[src/lrbaa_pkg.sv]
`timescale 1ns / 1ps

package lrbaa_pkg;

  // Fixed field widths
  localparam int COEF_W     = 32;
  localparam int RATIO_W    = 23;
  localparam int MODE_W     = 2;
  localparam int PHASE_W    = 24;
  localparam int PHASE_FRAC = 16;
  localparam int CFG_IDX_W  = 3;
  localparam int CFG_DATA_W = 32;
  localparam int STEP_W     = 3;

  localparam logic [PHASE_W-1:0] PHASE_ONE   = PHASE_W'(1) << PHASE_FRAC;
  localparam logic [RATIO_W-1:0] RATIO_RESET = RATIO_W'(65536);

  // Biquad sequencer: five multiplies, then the rounding step
  localparam logic [STEP_W-1:0] BQ_LAST_MUL  = 3'd4;
  localparam logic [STEP_W-1:0] BQ_LAST_STEP = 3'd6;

  // Register indexes
  typedef enum logic [CFG_IDX_W-1:0] {
    CFG_RATIO_STEP  = 3'd0,
    CFG_FILTER_MODE = 3'd1,
    CFG_COEF_B0     = 3'd2,
    CFG_COEF_B1     = 3'd3,
    CFG_COEF_B2     = 3'd4,
    CFG_COEF_A1     = 3'd5,
    CFG_COEF_A2     = 3'd6
  } cfg_idx_t;

  // Filter modes
  localparam logic [MODE_W-1:0] MODE_PASS = 2'd0;
  localparam logic [MODE_W-1:0] MODE_PRE  = 2'd1;
  localparam logic [MODE_W-1:0] MODE_POST = 2'd2;

  // Shared multiplier operand select; biquad codes follow the step count
  typedef enum logic [STEP_W-1:0] {
    MUL_B0     = 3'd0,
    MUL_B1     = 3'd1,
    MUL_B2     = 3'd2,
    MUL_A1     = 3'd3,
    MUL_A2     = 3'd4,
    MUL_INTERP = 3'd5
  } mul_sel_t;

  // Controller to datapath
  typedef struct packed {
    logic     load_in;
    logic     mul_en;
    mul_sel_t mul_sel;
    logic     acc_clr;
    logic     acc_add;
    logic     bq_finish;
    logic     bq_post;
    logic     interp_fin;
    logic     emit;
    logic     emit_last;
    logic     prime;
    logic     end_item;
  } dp_cmd_t;

  // Datapath to controller
  typedef struct packed {
    logic mode_pre;
    logic mode_post;
    logic phase_lt_one;
    logic next_lt_one;
    logic out_free;
  } dp_stat_t;

endpackage

[src/lrbaa_ctrl.sv]
`timescale 1ns / 1ps

module lrbaa_ctrl #(
  parameter int MAX_RUN = 64
) (
  input  logic               clk,
  input  logic               rst_n,
  input  logic               in_valid,
  output logic               in_stall,
  input  lrbaa_pkg::dp_stat_t stat,
  output lrbaa_pkg::dp_cmd_t  cmd
);

  localparam int RUN_W = (MAX_RUN > 2) ? $clog2(MAX_RUN) : 1;
  localparam logic [RUN_W-1:0] RUN_LAST = RUN_W'(MAX_RUN - 1);

  typedef enum logic [7:0] {
    ST_IDLE       = 8'b0000_0001,
    ST_PRE_BQ     = 8'b0000_0010,
    ST_DECIDE     = 8'b0000_0100,
    ST_INTERP_MUL = 8'b0000_1000,
    ST_INTERP_FIN = 8'b0001_0000,
    ST_POST_BQ    = 8'b0010_0000,
    ST_EMIT       = 8'b0100_0000,
    ST_END        = 8'b1000_0000
  } state_t;

  state_t                         state_r, state_nxt;
  logic [lrbaa_pkg::STEP_W-1:0]   step_r, step_nxt;
  logic [RUN_W-1:0]               run_r, run_nxt;
  logic                           primed_r, primed_nxt;
  logic                           in_bq;
  logic                           run_done;

  assign in_stall = (state_r != ST_IDLE);
  assign in_bq    = (state_r == ST_PRE_BQ) || (state_r == ST_POST_BQ);
  assign run_done = !stat.next_lt_one || (run_r == RUN_LAST);

  // Next state and commands
  always_comb begin
    state_nxt  = state_r;
    step_nxt   = step_r;
    run_nxt    = run_r;
    primed_nxt = primed_r;

    cmd           = '0;
    cmd.mul_sel   = lrbaa_pkg::MUL_B0;
    cmd.bq_post   = (state_r == ST_POST_BQ);
    cmd.emit_last = run_done;

    // biquad step sequencing, shared by pre and post filtering
    if (in_bq) begin
      cmd.mul_en    = (step_r <= lrbaa_pkg::BQ_LAST_MUL);
      cmd.mul_sel   = lrbaa_pkg::mul_sel_t'(step_r);
      cmd.acc_clr   = (step_r == '0);
      cmd.acc_add   = (step_r != '0) && (step_r != lrbaa_pkg::BQ_LAST_STEP);
      cmd.bq_finish = (step_r == lrbaa_pkg::BQ_LAST_STEP);
      step_nxt      = step_r + 1'b1;
    end

    unique case (state_r)
      ST_IDLE: begin
        step_nxt = '0;
        if (in_valid) begin
          cmd.load_in = 1'b1;
          state_nxt   = stat.mode_pre ? ST_PRE_BQ : ST_DECIDE;
        end
      end
      ST_PRE_BQ: begin
        if (step_r == lrbaa_pkg::BQ_LAST_STEP) begin
          state_nxt = ST_DECIDE;
        end
      end
      ST_DECIDE: begin
        run_nxt = '0;
        if (!primed_r) begin
          cmd.prime  = 1'b1;
          primed_nxt = 1'b1;
          state_nxt  = ST_IDLE;
        end else if (stat.phase_lt_one) begin
          state_nxt = ST_INTERP_MUL;
        end else begin
          state_nxt = ST_END;
        end
      end
      ST_INTERP_MUL: begin
        cmd.mul_en  = 1'b1;
        cmd.mul_sel = lrbaa_pkg::MUL_INTERP;
        state_nxt   = ST_INTERP_FIN;
      end
      ST_INTERP_FIN: begin
        cmd.interp_fin = 1'b1;
        step_nxt       = '0;
        state_nxt      = stat.mode_post ? ST_POST_BQ : ST_EMIT;
      end
      ST_POST_BQ: begin
        if (step_r == lrbaa_pkg::BQ_LAST_STEP) begin
          state_nxt = ST_EMIT;
        end
      end
      ST_EMIT: begin
        if (stat.out_free) begin
          cmd.emit  = 1'b1;
          run_nxt   = run_r + 1'b1;
          state_nxt = run_done ? ST_END : ST_INTERP_MUL;
        end
      end
      ST_END: begin
        cmd.end_item = 1'b1;
        state_nxt    = ST_IDLE;
      end
      default: begin
        state_nxt = ST_IDLE;
      end
    endcase
  end

  // Control registers
  always_ff @(posedge clk) begin
    if (!rst_n) begin
      state_r  <= ST_IDLE;
      step_r   <= '0;
      run_r    <= '0;
      primed_r <= 1'b0;
    end else begin
      state_r  <= state_nxt;
      step_r   <= step_nxt;
      run_r    <= run_nxt;
      primed_r <= primed_nxt;
    end
  end

endmodule

[src/lrbaa_dp.sv]
`timescale 1ns / 1ps

module lrbaa_dp #(
  parameter int SAMPLE_BITS    = 24,
  parameter int COEF_FRAC_BITS = 28
) (
  input  logic                                 clk,
  input  logic                                 rst_n,
  input  logic                                 cfg_wr_en,
  input  logic [lrbaa_pkg::CFG_IDX_W-1:0]      cfg_index,
  input  logic [lrbaa_pkg::CFG_DATA_W-1:0]     cfg_wdata,
  input  logic signed [SAMPLE_BITS-1:0]        in_sample_in,
  input  logic                                 out_stall,
  output logic                                 out_valid,
  output logic signed [SAMPLE_BITS-1:0]        out_sample_out,
  output logic                                 out_last_of_run,
  input  lrbaa_pkg::dp_cmd_t                   cmd,
  output lrbaa_pkg::dp_stat_t                  stat
);

  localparam int S      = SAMPLE_BITS;
  localparam int CW     = lrbaa_pkg::COEF_W;
  localparam int DIFF_W = S + 1;
  localparam int PROD_W = CW + DIFF_W;
  localparam int ACC_W  = PROD_W + 1;
  localparam int PW     = lrbaa_pkg::PHASE_W;
  localparam int PF     = lrbaa_pkg::PHASE_FRAC;

  localparam logic signed [ACC_W-1:0] ROUND_HALF = ACC_W'(1) << (COEF_FRAC_BITS - 1);
  localparam logic signed [ACC_W-1:0] SAT_HI = $signed({{(ACC_W-S+1){1'b0}}, {(S-1){1'b1}}});
  localparam logic signed [ACC_W-1:0] SAT_LO = $signed({{(ACC_W-S+1){1'b1}}, {(S-1){1'b0}}});

  // Configuration
  logic [lrbaa_pkg::RATIO_W-1:0] ratio_r, ratio_nxt;
  logic [lrbaa_pkg::MODE_W-1:0]  mode_r, mode_nxt;
  logic signed [CW-1:0]          b0_r, b1_r, b2_r, a1_r, a2_r;
  logic signed [CW-1:0]          b0_nxt, b1_nxt, b2_nxt, a1_nxt, a2_nxt;

  // Sample state and filter history
  logic signed [S-1:0] x_r, x_nxt;
  logic signed [S-1:0] held_r, held_nxt;
  logic signed [S-1:0] v_r, v_nxt;
  logic signed [S-1:0] hx1_r, hx2_r, hy1_r, hy2_r;
  logic signed [S-1:0] hx1_nxt, hx2_nxt, hy1_nxt, hy2_nxt;
  logic [PW-1:0]       phase_r, phase_nxt;
  logic [PW-1:0]       phase_step;

  // Multiplier and accumulator
  logic signed [CW-1:0]     mul_a;
  logic signed [DIFF_W-1:0] mul_b;
  logic signed [PROD_W-1:0] mul_p;
  logic signed [PROD_W-1:0] prod_r, prod_nxt;
  logic                     sub_r, sub_nxt;
  logic signed [ACC_W-1:0]  acc_r, acc_nxt;
  logic signed [ACC_W-1:0]  prod_ext;
  logic signed [ACC_W-1:0]  acc_rnd;
  logic signed [ACC_W-1:0]  acc_shr;
  logic signed [S-1:0]      bq_y;
  logic signed [S-1:0]      bq_xin;
  logic signed [DIFF_W-1:0] diff;
  logic signed [PROD_W-1:0] interp_sum;
  logic                     pass_mode;

  // Output register
  logic                out_valid_r, out_valid_nxt;
  logic signed [S-1:0] out_sample_r, out_sample_nxt;
  logic                out_last_r, out_last_nxt;

  // Status
  assign pass_mode  = (mode_r != lrbaa_pkg::MODE_PRE) && (mode_r != lrbaa_pkg::MODE_POST);
  assign phase_step = phase_r + PW'(ratio_r);

  assign stat.mode_pre     = (mode_r == lrbaa_pkg::MODE_PRE);
  assign stat.mode_post    = (mode_r == lrbaa_pkg::MODE_POST);
  assign stat.phase_lt_one = (phase_r < lrbaa_pkg::PHASE_ONE);
  assign stat.next_lt_one  = (phase_step < lrbaa_pkg::PHASE_ONE);
  assign stat.out_free     = !out_valid_r || !out_stall;

  assign out_valid       = out_valid_r;
  assign out_sample_out  = out_sample_r;
  assign out_last_of_run = out_last_r;

  // Shared multiplier operands
  assign bq_xin = cmd.bq_post ? v_r : x_r;
  assign diff   = DIFF_W'(x_r) - DIFF_W'(held_r);

  always_comb begin
    case (cmd.mul_sel)
      lrbaa_pkg::MUL_B0: begin
        mul_a = b0_r;
        mul_b = DIFF_W'(bq_xin);
      end
      lrbaa_pkg::MUL_B1: begin
        mul_a = b1_r;
        mul_b = DIFF_W'(hx1_r);
      end
      lrbaa_pkg::MUL_B2: begin
        mul_a = b2_r;
        mul_b = DIFF_W'(hx2_r);
      end
      lrbaa_pkg::MUL_A1: begin
        mul_a = a1_r;
        mul_b = DIFF_W'(hy1_r);
      end
      lrbaa_pkg::MUL_A2: begin
        mul_a = a2_r;
        mul_b = DIFF_W'(hy2_r);
      end
      lrbaa_pkg::MUL_INTERP: begin
        mul_a = $signed({{(CW-PF){1'b0}}, phase_r[PF-1:0]});
        mul_b = diff;
      end
      default: begin
        mul_a = '0;
        mul_b = '0;
      end
    endcase
  end

  assign mul_p = PROD_W'(mul_a) * PROD_W'(mul_b);

  // Filter rounding: add half, floor shift, saturate
  assign prod_ext = ACC_W'(prod_r);
  assign acc_rnd  = acc_r + ROUND_HALF;
  assign acc_shr  = acc_rnd >>> COEF_FRAC_BITS;

  always_comb begin
    if (acc_shr > SAT_HI) begin
      bq_y = SAT_HI[S-1:0];
    end else if (acc_shr < SAT_LO) begin
      bq_y = SAT_LO[S-1:0];
    end else begin
      bq_y = acc_shr[S-1:0];
    end
  end

  // Interpolated value always lies between held and new sample
  assign interp_sum = (prod_r >>> PF) + PROD_W'(held_r);

  // Next-state logic
  always_comb begin
    ratio_nxt = ratio_r;
    mode_nxt  = mode_r;
    b0_nxt    = b0_r;
    b1_nxt    = b1_r;
    b2_nxt    = b2_r;
    a1_nxt    = a1_r;
    a2_nxt    = a2_r;

    x_nxt     = x_r;
    held_nxt  = held_r;
    v_nxt     = v_r;
    hx1_nxt   = hx1_r;
    hx2_nxt   = hx2_r;
    hy1_nxt   = hy1_r;
    hy2_nxt   = hy2_r;
    phase_nxt = phase_r;
    prod_nxt  = prod_r;
    sub_nxt   = sub_r;
    acc_nxt   = acc_r;

    out_sample_nxt = out_sample_r;
    out_last_nxt   = out_last_r;
    out_valid_nxt  = out_valid_r && out_stall;

    // register writes; unknown indexes fall through
    if (cfg_wr_en) begin
      case (cfg_index)
        lrbaa_pkg::CFG_RATIO_STEP:  ratio_nxt = cfg_wdata[lrbaa_pkg::RATIO_W-1:0];
        lrbaa_pkg::CFG_FILTER_MODE: mode_nxt  = cfg_wdata[lrbaa_pkg::MODE_W-1:0];
        lrbaa_pkg::CFG_COEF_B0:     b0_nxt    = $signed(cfg_wdata);
        lrbaa_pkg::CFG_COEF_B1:     b1_nxt    = $signed(cfg_wdata);
        lrbaa_pkg::CFG_COEF_B2:     b2_nxt    = $signed(cfg_wdata);
        lrbaa_pkg::CFG_COEF_A1:     a1_nxt    = $signed(cfg_wdata);
        lrbaa_pkg::CFG_COEF_A2:     a2_nxt    = $signed(cfg_wdata);
        default: ;
      endcase
    end

    if (cmd.load_in) begin
      x_nxt = in_sample_in;
    end

    // multiplier stage
    if (cmd.mul_en) begin
      prod_nxt = mul_p;
      sub_nxt  = (cmd.mul_sel == lrbaa_pkg::MUL_A1) || (cmd.mul_sel == lrbaa_pkg::MUL_A2);
    end

    // accumulator
    if (cmd.acc_clr) begin
      acc_nxt = '0;
    end else if (cmd.acc_add) begin
      acc_nxt = sub_r ? (acc_r - prod_ext) : (acc_r + prod_ext);
    end

    // biquad result and history shift
    if (cmd.bq_finish) begin
      hx2_nxt = hx1_r;
      hx1_nxt = bq_xin;
      hy2_nxt = hy1_r;
      hy1_nxt = bq_y;
      if (cmd.bq_post) begin
        v_nxt = bq_y;
      end else begin
        x_nxt = bq_y;
      end
    end

    if (cmd.interp_fin) begin
      v_nxt = interp_sum[S-1:0];
    end

    // hand a word to the output register and step the phase
    if (cmd.emit) begin
      out_sample_nxt = v_r;
      out_last_nxt   = cmd.emit_last;
      out_valid_nxt  = 1'b1;
      phase_nxt      = phase_step;
      if (pass_mode) begin
        hx2_nxt = hx1_r;
        hx1_nxt = v_r;
        hy2_nxt = hy1_r;
        hy1_nxt = v_r;
      end
    end

    if (cmd.prime) begin
      held_nxt = x_r;
    end

    // end of item: drop one whole sample of phase, or clear it if below one
    if (cmd.end_item) begin
      held_nxt  = x_r;
      phase_nxt = stat.phase_lt_one ? '0 : (phase_r - lrbaa_pkg::PHASE_ONE);
    end
  end

  // State registers with reset
  always_ff @(posedge clk) begin
    if (!rst_n) begin
      ratio_r     <= lrbaa_pkg::RATIO_RESET;
      mode_r      <= lrbaa_pkg::MODE_PASS;
      b0_r        <= '0;
      b1_r        <= '0;
      b2_r        <= '0;
      a1_r        <= '0;
      a2_r        <= '0;
      held_r      <= '0;
      hx1_r       <= '0;
      hx2_r       <= '0;
      hy1_r       <= '0;
      hy2_r       <= '0;
      phase_r     <= '0;
      out_valid_r <= 1'b0;
    end else begin
      ratio_r     <= ratio_nxt;
      mode_r      <= mode_nxt;
      b0_r        <= b0_nxt;
      b1_r        <= b1_nxt;
      b2_r        <= b2_nxt;
      a1_r        <= a1_nxt;
      a2_r        <= a2_nxt;
      held_r      <= held_nxt;
      hx1_r       <= hx1_nxt;
      hx2_r       <= hx2_nxt;
      hy1_r       <= hy1_nxt;
      hy2_r       <= hy2_nxt;
      phase_r     <= phase_nxt;
      out_valid_r <= out_valid_nxt;
    end
  end

  // Payload registers
  always_ff @(posedge clk) begin
    x_r          <= x_nxt;
    v_r          <= v_nxt;
    prod_r       <= prod_nxt;
    sub_r        <= sub_nxt;
    acc_r        <= acc_nxt;
    out_sample_r <= out_sample_nxt;
    out_last_r   <= out_last_nxt;
  end

endmodule

[src/linear_resampler_biquad_antialias_core.sv]
`timescale 1ns / 1ps
// Each input word causes 0..MAX_RUN outputs; the first (priming) word causes none. A new input
// word is taken only in idle, after all outputs of the last word went to the output register.
// Output stall holds the sequencer. Work per word is set by the single shared multiplier: one
// interpolation multiply per output and five filter multiplies plus a rounding step per filtered sample.
// Synchronous active-low reset clears the sequencer, phase, held sample, history and config.
module linear_resampler_biquad_antialias_core #(
  parameter int SAMPLE_BITS    = 24,
  parameter int COEF_FRAC_BITS = 28,
  parameter int MAX_RUN        = 64
) (
  input  logic                             clk,
  input  logic                             rst_n,
  input  logic                             cfg_wr_en,
  input  logic [lrbaa_pkg::CFG_IDX_W-1:0]  cfg_index,
  input  logic [lrbaa_pkg::CFG_DATA_W-1:0] cfg_wdata,
  input  logic                             in_valid,
  output logic                             in_stall,
  input  logic signed [SAMPLE_BITS-1:0]    in_sample_in,
  output logic                             out_valid,
  input  logic                             out_stall,
  output logic signed [SAMPLE_BITS-1:0]    out_sample_out,
  output logic                             out_last_of_run
);

  lrbaa_pkg::dp_cmd_t  cmd;
  lrbaa_pkg::dp_stat_t stat;

  // Sequencer
  lrbaa_ctrl #(
    .MAX_RUN (MAX_RUN)
  ) u_ctrl (
    .clk      (clk),
    .rst_n    (rst_n),
    .in_valid (in_valid),
    .in_stall (in_stall),
    .stat     (stat),
    .cmd      (cmd)
  );

  // Arithmetic, state and output register
  lrbaa_dp #(
    .SAMPLE_BITS    (SAMPLE_BITS),
    .COEF_FRAC_BITS (COEF_FRAC_BITS)
  ) u_dp (
    .clk             (clk),
    .rst_n           (rst_n),
    .cfg_wr_en       (cfg_wr_en),
    .cfg_index       (cfg_index),
    .cfg_wdata       (cfg_wdata),
    .in_sample_in    (in_sample_in),
    .out_stall       (out_stall),
    .out_valid       (out_valid),
    .out_sample_out  (out_sample_out),
    .out_last_of_run (out_last_of_run),
    .cmd             (cmd),
    .stat            (stat)
  );

endmodule

[config.mk]
export PLATFORM = sky130hd
export DESIGN_NAME = linear_resampler_biquad_antialias_core
export DESIGN_NICKNAME = d
export VERILOG_FILES = /design/src/lrbaa_pkg.sv /design/src/lrbaa_ctrl.sv /design/src/lrbaa_dp.sv /design/src/linear_resampler_biquad_antialias_core.sv
export SDC_FILE = /design/constraint.sdc
export NUM_CORES = 2
export LEC_CHECK = 0
export ABC_AREA = 1
export BUFFER_PORTS_ARGS = -buffer_cell sky130_fd_sc_hd__buf_2
export CAP_MARGIN = 0
export CELL_PAD_IN_SITES_DETAIL_PLACEMENT = 0
export CELL_PAD_IN_SITES_GLOBAL_PLACEMENT = 1
export CORE_MARGIN = 1
export CORE_UTILIZATION = 44
export CTS_CLUSTER_SIZE = 25
export DETAILED_ROUTE_END_ITERATION = 10
export PLACE_DENSITY = 0.85
export SETUP_SLACK_MARGIN = 0.5
export SLEW_MARGIN = 20
export SYNTH_ARGS = -nofsm -noshare
export SYNTH_HDL_FRONTEND = slang
export SYNTH_SLANG_ARGS = --single-unit
[constraint.sdc]
create_clock -name clk -period 8.2 [get_ports clk]
set_input_delay 0.41 -clock clk [delete_from_list [all_inputs] [get_ports clk]]
set_output_delay 0.41 -clock clk [all_outputs]
set_load 0.01 [all_outputs]
Word-level counts from Yosys, hierarchy flattened

Index checks and enable logic that the tools add are counted.

Add/sub/neg operators: 9
Multipliers: 1
Divide/modulo/power cells: 0
Order comparisons: 5
Equal/unequal tests: 31
Shifts and indexed selects: 0
Multiplexer cells: 52
Bitwise operators: 1
Reductions and logical operators: 30

Operators by type and width:

| operator                                             | number |
|---|---|
| 2-to-1 mux 24 bit                                    | 26 |
| case mux 32 bit (6 select lines)                     | 1 |
| case mux 25 bit (6 select lines)                     | 1 |
| adder 58 x 29 -> 58 bit, second input constant       | 1 |
| adder 58 x 57 -> 58 bit                              | 1 |
| 2-to-1 mux 58 bit                                    | 1 |
| subtractor 58 x 57 -> 58 bit                         | 1 |
| multiplier 32 x 25 -> 57 bit                         | 1 |
| 2-to-1 mux 8 bit                                     | 7 |
| case mux 8 bit (7 select lines)                      | 1 |
| < comparator 24 x 17 -> 1 bit, second input constant | 2 |
| > comparator 30 x 24 -> 1 bit, second input constant | 1 |
| < comparator 30 x 24 -> 1 bit, second input constant | 1 |
| subtractor 24 x 24 -> 25 bit                         | 1 |
| adder 24 x 23 -> 24 bit                              | 1 |
| adder 24 bit                                         | 1 |
| subtractor 24 x 17 -> 24 bit, second input constant  | 1 |
| == test 3 bit, second input constant                 | 6 |
| AND reduction 2 bit                                  | 9 |
| 2-to-1 mux 7 bit                                     | 2 |
| == test 3 x 2 -> 1 bit, second input constant        | 4 |
| case mux 6 bit (2 select lines)                      | 1 |
| != test 2 bit, second input constant                 | 5 |
| nonzero test 2 bit                                   | 5 |
| other kinds (30)                                     | 48 |

Bits in registers: 537
Latch bits: 0
Bits in writable memories: 0
Memory bits (read-only): 0
Input port bits: 64
Output and inout bits: 27
Word-level logic and storage cells: 154
Memories: 0

Logic depth before layout (Yosys ltp)

Depth in word-level cells: 7
Depth in mapped cells: 45
Mapped depth without buffers: 44

Hierarchy

A second synthesis with hierarchy kept.

Cell total of the unflattened synthesis: 8536
Area total of the unflattened synthesis: 62391.1 sq um

By module, submodules not included:

| module     | times used | cells an instance | area each (sq um) | seq. area each (sq um) |
|---|---|---|---|---|
| lrbaa_dp   | 1          | 8366              | 61230.0           | 11461.0 |
| lrbaa_ctrl | 1          | 170               | 1161.1            | 360.3 |

Worst setup path before layout

Ideal clock, no wire load.

Path kind: reg-to-reg
From: register u_dp.x_r[0]
To: register u_dp.prod_r[55], data pin
Setup time: 0.257 ns
Arrival: 7.704 ns
Required time: 7.943 ns
Slack: 0.239 ns
Cell stages (with the launch flop): 34
Buffers on the path: 1
Period minus slack after synthesis: 7.961 ns
Path through: dfxtp_1 -> inv_1 -> ha_1 -> fa_1 -> inv_1 -> nand3_1 -> nand2_1 -> a21oi_1 -> o21ai_0 -> nand3_1 -> nand3b_1 -> nand3_1 -> nand3_1 -> nor2_1 -> buf_4 -> nor2_1 -> inv_1 -> fa_1 -> inv_1 -> fa_1 -> inv_1 -> fa_1 -> fa_1 -> fa_1 -> fa_1 -> fa_1 -> inv_1 -> ha_1 -> a21oi_1 -> o21ai_0 -> a221oi_1 -> o211ai_1 -> nand2_1 -> nand2_1

Cells in the longest elaborated chain, start to end: 3
Elaborated cells between the ends (all ways): 4
Classes of those cells: add/sub (1); mul (1); mux (2)

Ends and longest elaborated chain:

| element                                                                  | RTL line                       | source |
|---|---|---|
| start, declared                                                          | lrbaa_dp.sv:40                 | `logic signed [S-1:0] x_r, x_nxt;` |
| start signal, assigned                                                   | lrbaa_dp.sv:276                | `x_r <= x_nxt;` |
| subtractor 24 x 24 -> 25 bit / 2-to-1 mux 24 bit (equally long branches) | lrbaa_dp.sv:85, lrbaa_dp.sv:84 |  |
| case mux 25 bit (6 select lines) *                                       | lrbaa_dp.sv:88                 | `case (cmd.mul_sel)` |
| multiplier 32 x 25 -> 57 bit *                                           | lrbaa_dp.sv:120                | `assign mul_p = PROD_W'(mul_a) * PROD_W'(mul_b);` |
| net u_dp.mul_p[55]                                                       | lrbaa_dp.sv:51                 | `logic signed [PROD_W-1:0] mul_p;` |
| end signal, assigned                                                     | lrbaa_dp.sv:278                | `prod_r <= prod_nxt;` |
| end, declared                                                            | lrbaa_dp.sv:52                 | `logic signed [PROD_W-1:0] prod_r, prod_nxt;` |

Mark *: on every way through the listed nets, which the timed path passes. The rest lies on a longest branch.
A chain may end at the register's enable or synchronous reset.

Worst setup path in the final report

From: register u_ctrl.state_r[5]
To: register u_dp.prod_r[47], data pin

Cells in the longest elaborated chain, start to end: 7
Elaborated cells between the ends (all ways): 16
Classes of those cells: mul (1); eq/ne (8); mux (5); reduce/logical (2)

Ends and longest elaborated chain:

| element                                                                                     | RTL line                           | source |
|---|---|---|
| start, declared                                                                             | lrbaa_ctrl.sv:28                   | `state_t state_r, state_nxt;` |
| start signal, assigned                                                                      | lrbaa_ctrl.sv:126                  | `state_r <= state_nxt;` |
| == test 8 x 2 -> 1 bit / == test 8 x 6 -> 1 bit (equally long branches)                     | lrbaa_ctrl.sv:36, lrbaa_ctrl.sv:48 |  |
| logical OR 1 bit                                                                            | lrbaa_ctrl.sv:36                   | `assign in_bq = (state_r == ST_PRE_BQ) \|\| (state_r == ST_POST_BQ);` |
| 2-to-1 mux 7 bit                                                                            | lrbaa_ctrl.sv:52                   | `if (in_bq) begin` |
| 2-to-1 mux 4 bit                                                                            | lrbaa_ctrl.sv:61                   | `unique case (state_r)` |
| == test 3 bit, or another cell as far along                                                 | lrbaa_dp.sv:88                     |  |
| case mux 32 bit (6 select lines) / case mux 25 bit (6 select lines) (equally long branches) | lrbaa_dp.sv:88                     |  |
| multiplier 32 x 25 -> 57 bit *                                                              | lrbaa_dp.sv:120                    |  |
| net u_dp.mul_p[47]                                                                          | lrbaa_dp.sv:51                     |  |

Marked as above.

==> out/results.ini <==
[outcome]
status=finished, violations left
violations=setup timing

[die]
die_area_um2=142000
dieHeight_um=376
start_util=0.446
ios=91
coreArea_um2=138000
fp.dieW_um=376
num_rows=136

[yosys]
ys_types=58
ys_ff_latch=537
yosys_warnings=0
ys.flop_type=dfxtp_1
synth.avg_cell_area_um2=7.40
synthTopCellsByArea=fa_1 (27%), dfxtp_1 (14%), nand2_1 (11%)
synth_top_area_frac=0.268
ys_seq_area_frac=0.192
syn_area_um2=61600
synth_nets=9514
yosys.area.top_type=fa_1
synth_edf_count=107
ys_async_sr_fraction=0
synthCells=8336

[finish]
mostFrequentLayoutCell=nand2_1
drive_gt1_frac=0.204
num-nets-final=10300
final_cell_mix=nand2_1 (1,760), inv_1 (1,457), nor2_1 (896)
fill_cells=12900
final_util=0.562
design_area_um2=77600
area_growth_pct=25.9
fin_cells=11000

[sta]
drv_slew=0
rsz0062_at_grt=true
fmax_ghz=0.120
tightest_slew_ns=1.22
finalSetupViolCount=18
min_period_ns=8.34
postLayoutSetupSlackWorst_ns=-0.142
period_share=1.02
skew_ns=0.0525
setup_tns_ns=-0.967
hold_viol_final=0
slew_headroom=0.176

[setup_path]
critical-path-max-stage-delay_ns=0.57
r2r_cells=40
critPathArrivalTime_ns=8.73
slowest_stage=fa_1
start_kind=flop
worst-setup-path-type=flop to flop
end_kind=flop
critPathRequiredTime_ns=8.59
path_max_fanout=6

[global_routing]
overflow=0
grt_pass1_wl_um=357000
grt_max_degree=125
grt_pass1_vias=58700
antenna_found_initial=5
grt_use_total=0.334

[clock_tree]
clk_pin_slew_ns=0.06
cts_buffers=69
root_buffer=clkbuf_16
clock_latency_ns=0.69
cts_num_sinks=537
cts_max_path_buffers=3
tritoncts=done
htree_levels=3

[pwr]
finalPower_mw=30.8
ir_drop_mv=0.461
powerDensity_nw_per_um2=396
p_leak_nw=38.4

[placed_design]
place.gp.congestion=1.03
port_buffers=90
placed_cells=10700
dp_hpwl_um=192000
placed_area_um2=69500

[job]
maxCapViolCount=0

[min_path]
min_path_type=primary input to flop
min_path_cells=4

[routing]
dr.pass1.iters=8
drt-total-wl_um=244000
wire_per_inst_um=22.1
antenna_left=0
via_per_inst=5.41
post-route-drc-count=0
vias=59700
first_iter_violations=5956

## metrics by stage
stage | hold slack, ns | setup WS [ns]
CTS | 0.00350 | 0.00481
detailed placement | 0.444 | -0.513
finish | 0.0360 | -0.142
global placement | 0.434 | -0.382
global route | 0.0437 | -0.350
floorplan | 0.425 | 0.515
## cells in the mapped netlist, types with 12 or more instances
cell      instances
xor2_1          131
buf_2           106
nand4_1          69
buf_4            38
inv_1          1553
xnor2_1          56
a21oi_1         393
nor3_1           68
nand3_1         265
fa_1            824
o211ai_1         20
nand2_1        1888
o21bai_1         34
edfxtp_1        107
a22oi_1          29
dfxtp_1         430
nand3b_1         12
inv_2            31
or2_2            21
clkbuf_1        135
mux2_2           23
nor2_1          985
a21o_1           26
a31oi_1          37
ha_1            290
nor4_1           27
o21ai_0         587
## worst max-delay path: cells and delay by family (launching register included)
family / cells / cell delay (ns)
adder cells (fa/ha/maj): 8 / 3.86
buffers and inverters: 15 / 1.67
AND/OR/NAND/NOR: 12 / 1.42
AO/OA/AOI/OAI: 4 / 0.61
flip-flops: 1 / 0.32
XOR/XNOR: 1 / 0.14
## path summary, 6_finish.rpt
| check | from | end | slack (ns) |
|---|---|---|---|
| worst min-delay path | in_sample_in[2] | u_dp.x_r[2]$_DFF_P_ | 0.04 |
| worst max register to register | u_ctrl.state_r[5]$_SDFFE_PN0P_ | u_dp.prod_r[47]$_DFFE_PP_ | -0.14 |
| worst min register to register | u_dp.hy2_r[15]$_SDFF_PN0_ | u_dp.hy2_r[15]$_SDFF_PN0_ | 0.45 |
| worst max-delay path | u_ctrl.state_r[5]$_SDFFE_PN0P_ | u_dp.prod_r[47]$_DFFE_PP_ | -0.14 |
## routing by layer
metal,share of wire,up-vias,track usage
li1,-,27300,-
met1,0.41,28900,0.445
met2,0.44,2869,0.523
met3,0.095,598,0.0615
met4,0.059,2,0.157
met5,0.000078,-,0
## report_power, final
group / leakage (nW) / total (mW) / switching [mW] / internal [mW]
logic: 32.8 / 23.9 / 13.1 / 10.8
registers: 4.46 / 3.66 / 0.353 / 3.31
clock network: 1.12 / 3.18 / 1.38 / 1.80
## cells by family after synthesis
kind of cell	Yosys count	share of synthesized area
AOI/OAI and AO/OA	1200	0.106
muxes	24	0.00436
DFF	537	0.192
xor gates and xnor gates	187	0.0266
buffers and inverters	1885	0.120
and+or+nand+nor	3389	0.225
adders and majority gates	1114	0.326
## area by class of cell
class / count / area [µm²] / area share
clock buffer: 96 / 1920 / 0.0247
clock inverter: 30 / 410 / 0.00529
antenna: 3 / 7.51 / 0.0000967
inverter: 1591 / 6100 / 0.0786
tap: 1863 / 2330 / 0.0300
multi-input combinational: 5914 / 45600 / 0.587
sequential: 537 / 11800 / 0.153
timing repair buffer: 999 / 9440 / 0.122
## flip-flops by register name (all words and copies together) (netlist names), 3 cells and up
signal and flops:
u_ctrl.run_r 6, u_ctrl.state_r 8, u_ctrl.step_r 3, u_dp.a1_r 32
u_dp.a2_r 32, u_dp.acc_r 58, u_dp.b0_r 32, u_dp.b1_r 32
u_dp.b2_r 32, u_dp.held_r 24, u_dp.hx1_r 24, u_dp.hx2_r 24
u_dp.hy1_r 24, u_dp.hy2_r 24, u_dp.out_sample_out 24, u_dp.phase_r 24
u_dp.prod_r 57, u_dp.ratio_r 23, u_dp.v_r 24, u_dp.x_r 24
## timing repair
| action | in CTS | in global routing |
|---|---|---|
| gates cloned | 2 | 15 |
| setup buffers | 40 | 125 |
| pin swaps | 141 | 329 |
| setup endpoints to repair | 42 | 43 |
| hold buffers | 1 | 0 |
| endpoints found under the hold margin | 1 | 0 |
| gates resized for setup | 404 | 648 |
Power figures use the tool's default switching activity.
